==> config.mk <==
export PLATFORM = sky130hd
export DESIGN_NAME = rmid_cell
export DESIGN_NICKNAME = d
export VERILOG_FILES = /design/src/rmid_pkg.sv /design/src/rmid_cell.sv
export SDC_FILE = /design/constraint.sdc
export NUM_CORES = 1
export LEC_CHECK = 0
export BUFFER_PORTS_ARGS = -buffer_cell sky130_fd_sc_hd__buf_2
export CAP_MARGIN = 20
export CORE_ASPECT_RATIO = 1.5
export CORE_MARGIN = 10
export CORE_UTILIZATION = 50
export CTS_CLUSTER_DIAMETER = 60
export DETAILED_ROUTE_END_ITERATION = 8
export MAX_ROUTING_LAYER = met4
export PLACE_DENSITY_LB_ADDON = 0.12
export SYNTH_ARGS = -nofsm -noshare
export SYNTH_HDL_FRONTEND = slang
export SYNTH_SLANG_ARGS = --single-unit
==> constraint.sdc <==
create_clock -name clk -period 13 [get_ports clk]
set_input_delay 2.6 -clock clk [delete_from_list [all_inputs] [get_ports clk]]
set_output_delay 2.6 -clock clk [all_outputs]
set_load 0.05 [all_outputs]
==> src/rmid_pkg.sv <==
package rmid_pkg;

	// Number of cells in the sorted row.
	localparam int CAPACITY = 64;
	localparam int CNT_W    = $clog2(CAPACITY + 1);
	localparam int IDX_W    = $clog2(CAPACITY);

	localparam logic ACT_INSERT = 1'b0;
	localparam logic ACT_REMOVE = 1'b1;

	localparam logic [1:0] ST_DONE   = 2'd0;
	localparam logic [1:0] ST_FULL   = 2'd1;
	localparam logic [1:0] ST_ABSENT = 2'd2;

	typedef struct packed {
		logic               action;
		logic signed [31:0] value;
	} req_word_t;

	typedef struct packed {
		logic signed [32:0] median_twice;
		logic               median_valid;
		logic [6:0]         element_count;
		logic [1:0]         status;
	} rsp_word_t;

	// Command broadcast to every cell of the row.
	typedef struct packed {
		logic               ins;
		logic               rem;
		logic signed [31:0] value;
	} cell_cmd_t;

endpackage

==> src/rmid_cell.sv <==
module rmid_cell (
	input  logic               clk,
	input  rmid_pkg::cell_cmd_t cmd,
	input  logic               in_use,
	input  logic signed [31:0] left_value,
	input  logic               left_le,
	input  logic signed [31:0] right_value,
	output logic signed [31:0] value,
	output logic               le,
	output logic               eq
);
	import rmid_pkg::*;

	logic signed [31:0] value_q;
	logic               lt;

	assign value = value_q;
	assign le    = in_use && (value_q <= cmd.value);
	assign lt    = in_use && (value_q < cmd.value);
	assign eq    = in_use && (value_q == cmd.value);

	// Insert: cells past the insertion point shift right, the first of them takes
	// the new value. Remove: cells from the first match on shift left.
	always_ff @(posedge clk) begin
		if (cmd.ins && !le) begin
			value_q <= left_le ? cmd.value : left_value;
		end else if (cmd.rem && !lt) begin
			value_q <= right_value;
		end
	end

endmodule

# Word level (Yosys, flattened, before mapping)

Index checks and enable logic that the tools add are counted.

Register bits after elaboration: 32
Input port bits: 101
Output and inout port bits: 34
Word-level logic and storage cells: 15

Mux-type cells: 3
Eq/ne operators: 1
Reduce and logical (&&, ||, !) cells: 8
Magnitude comparators: 2

Operators by type and width:

| cell              | count |
|---|---|
| $mux 32           | 3 |
| $eq 32x32->1      | 1 |
| $le 32x32->1      | 1 |
| $lt 32x32->1      | 1 |
| $logic_and 1x1->1 | 5 |
| $logic_not 1->1   | 2 |
| $reduce_bool 2->1 | 1 |

# Logic depth before layout (Yosys ltp)

Word-level depth: 6
Depth in mapped cells: 10
Mapped depth without buffers: 9

# Worst setup path after synthesis

OpenSTA, ideal clock, no wires.

Path type: input to output
Start point: input cmd[14] in the netlist's numbering
End point: output le
Stages on the path: 9
Setup slack: 5526 ps
Required time: 10400 ps
Buffers on the path: 0
Arrival: 4874 ps
Cell sequence: inv_1 ha_1 nand4_1 nor4_2 o21ai_1 nand3_1 a21oi_1 xor2_1 o21ai_0

Word-level cells in the longest chain between the ends: 2

Ends and longest elaborated chain:

| item               | RTL line        | source |
|---|---|---|
| start: declaration | rmid_cell.sv:3  | `input rmid_pkg::cell_cmd_t cmd,` |
| $le 32x32->1       | rmid_cell.sv:18 | `assign le = in_use && (value_q <= cmd.value);` |
| $logic_and 1x1->1  | rmid_cell.sv:18 |  |
| end: declaration   | rmid_cell.sv:9  | `output logic le,` |

No other way between the ends.

# Worst setup path after layout

Start point: input cmd[31] in the netlist's numbering
End point: output le

Same word-level chain as after synthesis.

==> metrics.txt <==
total congestion overflow=0; Main synth FF type=edfxtp_1; Final Setup Violations=0; Global Route Usage Sum=16.6%; worst path cell trace=buf_2 > inv_1 > ha_1 > nand4_1 > nor4_1 > a21oi_1 > xor2_1 > o21ai_0 > buf_2; Seq cells post-synth=32; CP most frequent cell=buf_2; clock tree buffer depth=2; Clk pin slew, worst setup/hold paths=0.07 ns; DR pass1 iterations=4; footprint of the multi-input gates=1600 sq um; Area after DPL=3470 sq um; status=complete, no violations; vias in the first global route=2547; Via Count=2255; CTS Hold Bufs=0; CTS tree=done; Synth area leaders=edfxtp_1 35%, mux2_4 16%, ha_1 15%, mux2_2 14%, inv_1 5.2%; EDFF count, synth=32; Area Growth Syn to Fin=30.0%; Max Fclk=roughly 140 MHz; Pwr Density=between 100 and 150 nW/um^2; post-cts gate resize count=0; CP Class=in -> out; area of the core=approximately 5200 sq um; initial antenna violation count=0; Finished Cell Area=3550 sq um; # diodes=0; crit start category=primary input; synthesized cell area=2730 sq um; Rows=32; starting density of the core=between 50% and 60%; sequential element share of the synthesized area=35.1%; final worst path period share=55.1%; clk sinks=32; Die W=80.4 microns; CP arrival=4.56 ns; post-DP HPWL=6.19 mm; RSZ-0062 raised after global routing=no; final hold vios=0; area share of the largest cell type after synthesis=35.1%; fillcell total=458; Setup Skew=0.00836 ns; endpoint class of the critical path=output pin; Num CTS Buffers=5; Cell variety after synth=26; port bufs=about 130; setup_tns=0 ns; Register Area=961 sq um; largest net degree at the start of global routing=33; Worst EP required=10.40 ns; synthesized net count=368; Ys Warns=0; clock latency at the later pin of the worst-skew pair=0.28 ns; most area-hungry cell type in the Yosys netlist=edfxtp_1; placer's final routability congestion estimate=slightly above 0.8; vias per cell=5.13; Design Power=around 0.00050 W; asr flop ratio synth=0%; first-pass GRT wire length=11.6 mm; maximum vdd drop=approximately 0.09 mV; worst-path fanout max=5; Slew Limit Fails=0; WL per Instance=16.8 microns; Post-Syn Area per Cell=11.6 sq um; # Post-CTS Setup Buffers=0; number of max-cap violations=0; Residual DRC=0; Slew HR=29.7%; H-tree depth=2; static leakage=1.84 nW; Tightest Hold Check Type=reg -> reg; cell with the most instances after synthesis=inv_1; Die Y=111 microns; I/O pins=135; Slew @ Worst Pin=~1.1 ns; Synth top cells by count=38 x inv_1, 34 x mux2_2, 32 x edfxtp_1, 32 x ha_1, 30 x mux2_4; max FFs per register=32; DRT iter0 DRCs=61; routed wire length=7.37 mm; Root Buffer=clkbuf_8; Syn Inst Count=235; fin cells=between 400 and 500; Final nets=around 500; Final min period=7.16 ns; die area=8890 sq um; Slowest cell on crit path=nor4_1; CP max stage delay=0.46 ns; Final ANT Viol Nets=0; placed cells=432; share of cells above drive strength 1=56.2%
==> logic make-up after synthesis <==
kind of cell | share of synthesized area (%)
adder cells (fa/ha/maj) | 14.6
AND/OR/NAND/NOR | 6.59
buffers and inverters | 7.00
AO/OA/AOI/OAI | 5.81
XOR/XNOR | 0.320
flip-flops | 35.1
multiplexers | 30.5
==> power by group <==
part           internal, W  switching (W)  leakage [nW]
Combinational    0.0000925       0.000173          1.48
Clock            0.0000373      0.0000352        0.0399
Sequential        0.000150      0.0000130         0.316
Total             0.000279       0.000221          1.84
==> worst max-delay path, delay by kind of cell <==
family                   cells  cell delay (ns)
adder cells (fa/ha/maj)      1             0.37
AND/OR/NAND/NOR              2             0.65
XOR/XNOR                     1             0.19
AO/OA/AOI/OAI                2             0.33
buffers and inverters        3             0.42
==> placed cells by master, fill, tap and decap left out, types with 5 or more instances in the layout <==
cell type,count
a21oi_1,17
buf_2,134
clkbuf_8,5
edfxtp_1,32
ha_1,32
inv_1,38
mux2_2,34
mux2_4,30
nand2_1,12
nand3_1,5
nand4_1,6
o21ai_0,6
==> path summary, 6_finish.rpt <==
kind	start	to	slack, ns	cells after the start
worst min-delay path	value[31]$_DFFE_PP_	value[28]$_DFFE_PP_	1.27	3
worst max register to register	value[14]$_DFFE_PP_	value[31]$_DFFE_PP_	9.88	9
worst max-delay path	cmd[31]	le	5.84	9
worst min register to register	value[31]$_DFFE_PP_	value[28]$_DFFE_PP_	1.27	3
==> cell type report <==
class,instances,area share (%)
clock buffers,7,2.15
clock inverters,1,0.106
inverters,38,4.01
multi-input cells,158,45.0
flip-flops and latches,32,27.0
well taps,68,2.39
repair buffers,136,19.3
==> layer usage <==
layer | part of all wire, % | routed length (microns) | vias to the layer above | track usage [%]
met5 | 0 | 0 | - | -
met4 | 1.6 | 119 | 0 | 5.28
met3 | 6.0 | 441 | 8 | 4.46
met2 | 55 | 4040 | 79 | 30.7
met1 | 38 | 2770 | 1041 | 15.8
li1 | - | - | 1127 | -
==> per-stage QoR <==
| step | setup WS, ns | utilization (%) | hold WS [ns] |
|---|---|---|---|
| 2_1_floorplan | 5.53 | - | 1.52 |
| 3_3_place_gp | 5.92 | 66.7 | 1.26 |
| 3_5_place_dp | 5.86 | 66.7 | 1.26 |
| 4_1_cts | 5.86 | 68.3 | 1.28 |
| 5_1_grt | 5.59 | 68.3 | 1.34 |
| 6_report | 5.84 | 68.3 | 1.27 |
Power figures use the tool's default switching activity.
